File: config.mk
export PLATFORM = sky130hd
export DESIGN_NAME = rsrc_ctrl
export DESIGN_NICKNAME = d
export VERILOG_FILES = /design/src/rtl/rsrc_pkg.sv /design/src/rtl/rsrc_ctrl.sv
export SDC_FILE = /design/constraint.sdc
export NUM_CORES = 1
export LEC_CHECK = 0
export ABC_AREA = 1
export BUFFER_PORTS_ARGS = -buffer_cell sky130_fd_sc_hd__buf_2
export CAP_MARGIN = 5
export CELL_PAD_IN_SITES_DETAIL_PLACEMENT = 0
export CELL_PAD_IN_SITES_GLOBAL_PLACEMENT = 2
export CORE_MARGIN = 4
export CORE_UTILIZATION = 17
export DETAILED_ROUTE_END_ITERATION = 16
export PLACE_DENSITY_LB_ADDON = 0.1
export REMOVE_ABC_BUFFERS = 1
export SYNTH_ARGS = -nofsm -noshare
export SYNTH_HDL_FRONTEND = slang
export SYNTH_SLANG_ARGS = --single-unit
export TNS_END_PERCENT = 5
File: constraint.sdc
create_clock -name clock -period 1.35 [get_ports clock]
set_input_delay 0.27 -clock clock [delete_from_list [all_inputs] [get_ports clock]]
set_output_delay 0.27 -clock clock [all_outputs]
set_load 0.02 [all_outputs]
File: src/rtl/rsrc_pkg.sv
// shared types, codes and default sizes for the region shift/rotate canvas
// no dependencies; imported by rsrc_ctrl, rsrc_datapath and the top level
package rsrc_pkg;

   localparam int DEF_CANVAS_WIDTH  = 64;
   localparam int DEF_CANVAS_HEIGHT = 64;
   localparam int DEF_PIXEL_BITS    = 8;

   // fixed port widths
   localparam int CMD_W    = 2;
   localparam int POS_W    = 6;
   localparam int SIZE_W   = 7;
   localparam int DIR_W    = 2;
   localparam int PORT_PIX_W = 8;

   typedef enum logic [CMD_W-1:0] {
      CMD_WRITE = 2'd0,
      CMD_READ  = 2'd1,
      CMD_MOVE  = 2'd2
   } cmd_type;

   typedef enum logic [DIR_W-1:0] {
      DIR_UP    = 2'd0,
      DIR_LEFT  = 2'd1,
      DIR_RIGHT = 2'd2,
      DIR_DOWN  = 2'd3
   } dir_type;

   // commands from the controller to the datapath
   typedef struct packed {
      logic load;
      logic pix_write;
      logic pix_read;
      logic line_start;
      logic scan_step;
      logic tail;
      logic wrap_write;
      logic next_line;
      logic rsp_load;
   } ctrl_cmd_type;

   // status from the datapath to the controller
   typedef struct packed {
      logic is_write;
      logic is_read;
      logic move_go;
      logic wrap;
      logic line_last;
      logic lines_last;
   } dp_status_type;

endpackage

File: src/rtl/rsrc_ctrl.sv
// controller state machine for the region shift/rotate canvas
// depends on rsrc_pkg; drives the datapath through ctrl_cmd_type
module rsrc_ctrl (
   input  logic                   clock,
   input  logic                   reset,
   input  logic                   req_valid,
   output logic                   req_ready,
   output logic                   rsp_valid,
   input  logic                   rsp_ready,
   input  rsrc_pkg::dp_status_type status_i,
   output rsrc_pkg::ctrl_cmd_type  cmd_o
);
   import rsrc_pkg::*;

   typedef enum logic [2:0] {
      ST_IDLE,
      ST_DECODE,
      ST_SCAN,
      ST_TAIL,
      ST_WRAP,
      ST_FINISH
   } state_type;

   state_type state_ff, state_in;
   logic      rsp_valid_ff, rsp_valid_in;

   always_comb begin
      cmd_o    = '0;
      state_in = state_ff;
      unique case (state_ff)
         ST_IDLE: begin
            if (req_valid) begin
               cmd_o.load = 1'b1;
               state_in   = ST_DECODE;
            end
         end
         ST_DECODE: begin
            cmd_o.pix_write = status_i.is_write;
            cmd_o.pix_read  = status_i.is_read;
            if (status_i.move_go) begin
               cmd_o.line_start = 1'b1;
               state_in         = ST_SCAN;
            end else begin
               state_in = ST_FINISH;
            end
         end
         ST_SCAN: begin
            cmd_o.scan_step = 1'b1;
            if (status_i.line_last) begin
               state_in = ST_TAIL;
            end
         end
         ST_TAIL: begin
            cmd_o.tail = 1'b1;
            priority if (status_i.wrap) begin
               state_in = ST_WRAP;
            end else if (status_i.lines_last) begin
               state_in = ST_FINISH;
            end else begin
               cmd_o.next_line = 1'b1;
               state_in        = ST_SCAN;
            end
         end
         ST_WRAP: begin
            cmd_o.wrap_write = 1'b1;
            if (status_i.lines_last) begin
               state_in = ST_FINISH;
            end else begin
               cmd_o.next_line = 1'b1;
               state_in        = ST_SCAN;
            end
         end
         ST_FINISH: begin
            // wait for the result register to free up
            if (!rsp_valid_ff || rsp_ready) begin
               cmd_o.rsp_load = 1'b1;
               state_in       = ST_IDLE;
            end
         end
         default: begin
            state_in = ST_IDLE;
         end
      endcase
   end

   always_comb begin
      priority if (cmd_o.rsp_load) begin
         rsp_valid_in = 1'b1;
      end else if (rsp_ready) begin
         rsp_valid_in = 1'b0;
      end else begin
         rsp_valid_in = rsp_valid_ff;
      end
   end

   always_ff @(posedge clock) begin
      if (reset) begin
         state_ff     <= ST_IDLE;
         rsp_valid_ff <= 1'b0;
      end else begin
         state_ff     <= state_in;
         rsp_valid_ff <= rsp_valid_in;
      end
   end

   assign req_ready = (state_ff == ST_IDLE);
   assign rsp_valid = rsp_valid_ff;

endmodule

Word-level counts from Yosys, hierarchy flattened
Index checks and enable logic that the tools add are counted.
Widths: inputs -> output; s select.

word-level totals
  logic and storage cells = 36
  input port bits = 10
  flip-flop bits (word level) = 4
  output and inout port bits = 11

operators by class
  muxes and demuxes = 21
  reductions and logical operators = 5
  eq/ne operators = 8

operator list
  cell                count
  $mux 3              7
  $pmux 3 s6          1
  $mux 1              12
  $eq 3x2->1 const B  2
  $eq 3x3->1 const B  2
  $ne 2x2->1 const B  3
  $eq 3x1->1 const B  1
  $logic_not 3->1     1
  $reduce_and 3->1    1
  $pmux 1 s2          1
  $reduce_bool 2->1   1
  $logic_not 1->1     1
  $logic_or 1x1->1    1

Logic depth before layout (Yosys ltp)
Gate-level depths: netlist of run 1.

  depth in word-level cells = 5
  gate-level depth with buffers = 8
  gate-level depth less buffers = 8

Worst setup path after synthesis of run 1
Ideal clock, no wire load.

  kind = reg-to-output
  start = reg state_ff[0]
  end = out cmd_o[8] (netlist bit)
  path slack = 0.027 ns
  data required time = 1.080 ns
  arrival = 1.053 ns
  cell stages (with the launch flop) = 4
  path buffers = 0
  cells stage by stage = dfxtp_1 nor2_1 inv_1 nor3_1

RTL lines
  what                      RTL line          RTL
  start: declaration        rsrc_ctrl.sv:24   state_type state_ff, state_in;
  start signal: assignment  rsrc_ctrl.sv:101  state_ff <= state_in;
  end: declaration          rsrc_ctrl.sv:11   output rsrc_pkg::ctrl_cmd_type cmd_o

==> metrics.md, run 1 <==
| Metric | Value |
|---|---|
| DPL Wire Length | `806 um` |
| Clock skew | `0.00380 ns` |
| Min Tclk post-route | `1.37 ns` |
| Worst Path Required | `1.08 ns` |
| Signal arrival time at the worst endpoint | `between 1 and 1.5 ns` |
| Synth Area in XOR/XNOR | `0%` |
| Reg-to-reg setup timing slack | `0.22 ns` |
| Overall routing resource usage | `7.76%` |
| Worst-Margin Slew | `0.193 ns` |
| Worst setup EP type | `output pin` |
| Core area | `0.00180 mm2` |
| Max cap viols | `0` |
| Design Area, Final | `602 um2` |
| Post-synthesis sequential area ratio | `24.0%` |
| CP startpoint | `state_ff[0]` |
| # IOs | `21` |
| Antenna violations before repair | `0` |
| Clock buffer depth | `2` |
| Die W | `52.3 um` |
| Post-synthesis cell area | `approximately 330 um2` |
| Overall power | `0.684 mW` |
| Vias in the first global route | `just under 400` |
| Setup slack after layout | `-0.0211 ns` |
| Post-DRT Antenna Nets | `0` |
| Post-route DRC | `0` |
| Critical path type | `reg -> out` |
| Synth Register Bits | `4` |
| RSZ-0062 raised after global routing | `true` |
| Setup-failing EPs final | `4` |
| Std-Cell Rows | `15` |
| Die Span Y | `approximately 52 um` |
| Max VDD drop | `412 uV` |
| Clock latency on the worst-skew pair | `approximately 0.23 ns` |
| Simple-gate share of the synthesized area | `between 40% and 50%` |
| CP Launch Type | `flip-flop` |
| CTS tree | `yes` |
| H-tree Lvls | `1` |
| Grt ovf | `0` |
| Avg WL per Cell | `9.02 um` |
| Synth Area per Inst | `5.66 um2` |
| Clk slew on worst S/H paths | `0.04 ns` |
| Die area | `0.00274 mm2` |
| FILL cells | `216` |
| Clk root buf | `clkbuf_4` |
| F_max | `0.729 GHz` |
| First-pass GRT wire length | `1580 um` |
| Synth warn | `0` |
| Initial core utilization | `18.5%` |
| Fin crit share | `102%` |
| Area grow syn2layout | `80.1%` |
| Reg2reg end | `state_ff[2]` |
| Critical Path Fanout Max | `5` |
| # port buffers | `20` |
| Post-synthesis mux area share | `0%` |
| DR vias/cell | `roughly 3.8` |
| Largest net degree at the start of global routing | `9` |
| Drt initial violations | `5` |
| Run status | `finished, violations left` |
| FF-to-FF Start | `state_ff[0]` |
| Leading cell type in the layout, fill and taps excluded | `buf_2` |
| Adder-cell share of the synthesized area | `0%` |
| Layout cells sized above 1 | `53.5%` |
| Largest family of logic cells by synthesized area | `simple AND/OR/NAND/NOR gates` |
| Sink Count | `4` |
| Pins Over Slew Limit | `0` |
| HP Class | `in -> reg` |
| Violated checks | `negative setup slack` |
| Most frequent cells in the layout | `buf_2 (14), inv_1 (13), nor2_1 (10), buf_4 (8), nand2_1 (7)` |
| Total routed wirelength | `roughly 1000 um` |
| Ant. Diodes | `0` |
| Reg2reg path depth | `6` |
| Slew headroom | `between 80 and 90%` |
| Placed Area | `around 450 um2` |
| PwrDens | `1140 mW/mm2` |
| Post-Syn Instances | `59` |
| Via count | `424` |
| Final Hold Fails | `0` |
| CP Capture Point | `cmd_o[0]` |
| Area fraction in compound gates after synthesis | `approximately 12%` |
| Routability cong. | `0.732` |
| Fin nets | `roughly 100` |
| Post-synth cell types | `14` |
| Leakage | `between 0.3 and 0.4 nW` |
| DR pass1 iterations | `3` |
| Cts bufs inserted | `3` |
synthesized netlist by cell type, drive strengths merged:
library cell  instances  share of area, %
nand2                 9                11
nand3                 5               9.0
a21oi                 5               8.6
inv                  15                17
buf                   2               5.6
o21ai                 2               3.0
nor3                  2               3.0
nor2                 15                19
dfxtp                 4                24
area by class of cell:
cell class,instances,area (um2),area share [%]
Multi-Input combinational cell,38,228,37.8
Timing Repair Buffer,26,175,29.1
Sequential cell,4,88.8,14.8
Inverter,15,56.3,9.36
Tap cell,25,31.3,5.20
Clock buffer,3,22.5,3.74
worst min-delay path by stage:
| stage | slack (ns) | depth (start not counted) | from | end |
|---|---|---|---|---|
| 2_1_floorplan | 0.34 | 1 | reset | rsp_valid |
| 3_3_place_gp | 0.49 | 2 | reset | state_ff[0] |
| 3_5_place_dp | 0.49 | 2 | reset | state_ff[0] |
| 4_1_cts | 0.23 | 2 | reset | state_ff[0] |
| 5_1_grt | 0.25 | 2 | reset | state_ff[0] |
| 6_report | 0.24 | 2 | reset | state_ff[0] |
what timing repair did:
item	CTS	global route
cloned	0	0
pin swaps	4	4
endpoints found under the setup margin	10	9
hold buffers	0	0
gates resized for setup	19	10
setup buffers	4	1
worst max-delay path, cell delays in order, from the launching register on:
cell	delay, ns
dfxtp_4	0.38
buf_4	0.13
nand3_2	0.10
a21oi_2	0.11
buf_4	0.14
where the power goes:
| group | internal [mW] | leakage [nW] | switching [mW] |
|---|---|---|---|
| clock | 0.0993 | 0.0138 | 0.0461 |
| combinational | 0.160 | 0.279 | 0.197 |
| sequential | 0.142 | 0.0345 | 0.0388 |
stage by stage:
step                      utilization (%)   TNS, ns  worst slack [ns]  hold WS [ns]  instances
after global placement               25.2   -0.0567           -0.0567         0.490        103
after detailed placement             25.2  -0.00314          -0.00314         0.492        103
after global routing                 33.4    -0.432           -0.0764         0.252        111
final                                33.4   -0.0532           -0.0211         0.237        111
after CTS                            31.0    -0.249           -0.0759         0.232        110
after floorplan                         -         0            0.0268         0.339         57
flip-flops by register name, indices dropped and copies added, names as in the netlist:
register / flops
state_ff: 3
rsp_valid: 1
layer usage:
metal | GRT usage [%] | part of all wire, %
met2 | 12.6 | 47
met5 | 0 | 0
met4 | 3.83 | 0
met3 | 1.71 | 5.5
met1 | 9.49 | 47
kinds of logic (layout without fill, tap and decap cells):
kind of cell,count (synthesis),in the layout
compound gates,7,7
simple gates,31,31
buf+inv,17,44
flops,4,4
No activity file was read; power rests on OpenSTA's default activity.
==> inputs of run 2 (changes only) <==
--- a/config.mk
+++ b/config.mk
@@ -15,6 +15,7 @@
 export DETAILED_ROUTE_END_ITERATION = 16
 export PLACE_DENSITY_LB_ADDON = 0.1
 export REMOVE_ABC_BUFFERS = 1
+export SKIP_LAST_GASP = 1
 export SYNTH_ARGS = -nofsm -noshare
 export SYNTH_HDL_FRONTEND = slang
 export SYNTH_SLANG_ARGS = --single-unit
==> metrics.md, run 2 (synthesis results as in run 1) <==
| Metric | Value |
|---|---|
| Setup-failing EPs final | `7 (was 4)` |
| CP Launch Type | `flip-flop (unchanged)` |
| Number of hold buffers added after cts | `0 (unchanged)` |
| Clock latency on the worst-skew pair | `0.24 ns (was 0.23 ns)` |
| Std-Cell Rows | `15 (unchanged)` |
| Largest register FFs | `3 (unchanged)` |
| Core area | `0.00180 mm2 (unchanged)` |
| Clk root buf | `clkbuf_4 (unchanged)` |
| PwrDens | `1150 mW/mm2 (was 1140 mW/mm2)` |
| Sink Count | `4 (unchanged)` |
| Critical Path Fanout Max | `5 (unchanged)` |
| Clock power frac | `22.2% (was 21.3%)` |
| Area of the multi-input gates | `223 um2 (was 228 um2)` |
| Final Hold Fails | `0 (unchanged)` |
| Routability cong. | `0.732 (unchanged)` |
| Gate power share | `51.1% (was 52.3%)` |
| Fin crit share | `102% (about the same)` |
| Antenna violations before repair | `0 (unchanged)` |
| Ant. Diodes | `0 (unchanged)` |
| Net Sw Power | `0.280 mW (was 0.282 mW)` |
| Clock skew | `0.00655 ns (was 0.00380 ns)` |
| Signal arrival time at the worst endpoint | `1.11 ns (was 1.10 ns)` |
| Clock buffer depth | `2 (unchanged)` |
| Max cap viols | `0 (unchanged)` |
| HP Class | `in -> reg (unchanged)` |
| Most flop-heavy register | `state_ff (unchanged)` |
| Setup slack after layout | `-0.0265 ns (was -0.0211 ns)` |
| Final Core Density | `32.5% (was 33.4%)` |
| Layout cells sized above 1 | `51.2% (was 53.5%)` |
| Slew headroom | `87.0% (about the same)` |
| RSZ-0062 raised after global routing | `true (unchanged)` |
| First-pass GRT wire length | `1590 um (was 1580 um)` |
| Post-route DRC | `0 (unchanged)` |
| Leakage | `0.327 nW (was 0.328 nW)` |
| Worst setup EP type | `output pin (unchanged)` |
| Flop pwr share | `26.7% (was 26.4%)` |
| Vias in the first global route | `401 (was 398)` |
| Cts bufs inserted | `3 (unchanged)` |
| Avg WL per Cell | `9.03 um (was 9.02 um)` |
| Reg-to-reg setup timing slack | `0.21 ns (was 0.22 ns)` |
| Worst Path Required | `1.08 ns (about the same)` |
| Overall routing resource usage | `7.81% (was 7.76%)` |
| Clk slew on worst S/H paths | `0.04 ns (about the same)` |
| Drt initial violations | `5 (unchanged)` |
| Worst-Margin Slew | `0.193 ns (about the same)` |
| Overall power | `0.673 mW (was 0.684 mW)` |
| Post-DRT Antenna Nets | `0 (unchanged)` |
| Grt ovf | `0 (unchanged)` |
| Area grow syn2layout | `75.3% (was 80.1%)` |
| Int Power | `0.393 mW (was 0.402 mW)` |
| Die area | `0.00274 mm2 (unchanged)` |
| Most frequent cells in the layout | `inv_1 (14), buf_2 (14), buf_4 (11), nor2_1 (10), nand2_1 (7) (was buf_2 (14), inv_1 (13), nor2_1 (10), buf_4 (8), nand2_1 (7))` |
| CTS tree | `yes (unchanged)` |
| Die Span Y | `52.3 um (unchanged)` |
| H-tree Lvls | `1 (unchanged)` |
| Die W | `52.3 um (unchanged)` |
| FILL cells | `216 (unchanged)` |
| # IOs | `21 (unchanged)` |
| Via count | `431 (was 424)` |
| Reg area | `88.8 um2 (unchanged)` |
| Pins Over Slew Limit | `0 (unchanged)` |
| Critical path type | `reg -> out (unchanged)` |
| Switch share | `41.7% (was 41.3%)` |
| DR pass1 iterations | `2 (was 3)` |
| DPL Wire Length | `806 um (unchanged)` |
| Largest net degree at the start of global routing | `9 (unchanged)` |
| Violated checks | `negative setup slack (unchanged)` |
| Max VDD drop | `404 uV (was 412 uV)` |
| Total routed wirelength | `1000 um (about the same)` |
| Initial core utilization | `18.5% (unchanged)` |
| Min Tclk post-route | `1.38 ns (was 1.37 ns)` |
| # port buffers | `20 (unchanged)` |
| Run status | `finished, violations left (unchanged)` |
| F_max | `0.726 GHz (was 0.729 GHz)` |
| Fin nets | `98 (unchanged)` |
| DR vias/cell | `3.88 (was 3.82)` |
-- run 2: cell counts in the layout (fill, tap and decap cells not counted) --
Identical to the previous run, type by type.
-- run 2: per-layer routing --
metal	global-route usage (%)	wire, um
met5	0	0
met4	3.83	0
met3	1.99	61
met2	12.6	471
met1	9.49	470
-- run 2: final timing paths --
path          startpoint           to  cells past startpoint
max          state_ff[0]     cmd_o[0]                      4
min                reset  state_ff[0]                      2
max reg2reg  state_ff[0]  state_ff[2]                      6
min reg2reg    rsp_valid    rsp_valid                      2
-- run 2: layout make-up --
class | count | share of cell area [%]
inverter | 15 | 9.62
clock buffer | 3 | 3.85
multi-input combinational | 38 | 38.0
tap | 25 | 5.34
timing repair buffer | 26 | 28.0
sequential | 4 | 15.2
-- run 2: stage by stage --
step / TNS [ns] / instance area (um2) / hold WS, ns / instances / setup slack (ns)
after CTS: -0.326 / 543 / 0.232 / 110 / -0.0759
after global placement: -0.0567 / 454 / 0.490 / 103 / -0.0567
after floorplan: 0 / 315 / 0.339 / 57 / 0.0268
after global routing: -0.495 / 586 / 0.252 / 111 / -0.0786
final: -0.107 / 586 / 0.234 / 111 / -0.0265
after detailed placement: -0.00314 / 454 / 0.492 / 103 / -0.00314
-- run 2: power groups by stage --
stage	Combinational (mW)	Clock, mW	Sequential (mW)
2_1_floorplan	0.173	0	0.161
3_3_place_gp	0.261	0	0.166
3_5_place_dp	0.258	0	0.166
4_1_cts	0.302	0.154	0.179
5_1_grt	0.379	0.156	0.186
6_report	0.344	0.149	0.180
-- run 2: critical path, cell delays in order (launching register included) --
cell     delay, ns
dfxtp_4       0.39
buf_4         0.13
nand3_2       0.10
a21oi_2       0.11
buf_4         0.14
-- run 2: timing repair --
item                                    CTS  global route
resized for setup                        13            11
endpoints found under the setup margin   10             9
hold endpoints to repair                  0             0
pin swaps                                 4             4
buffers inserted                          4             1
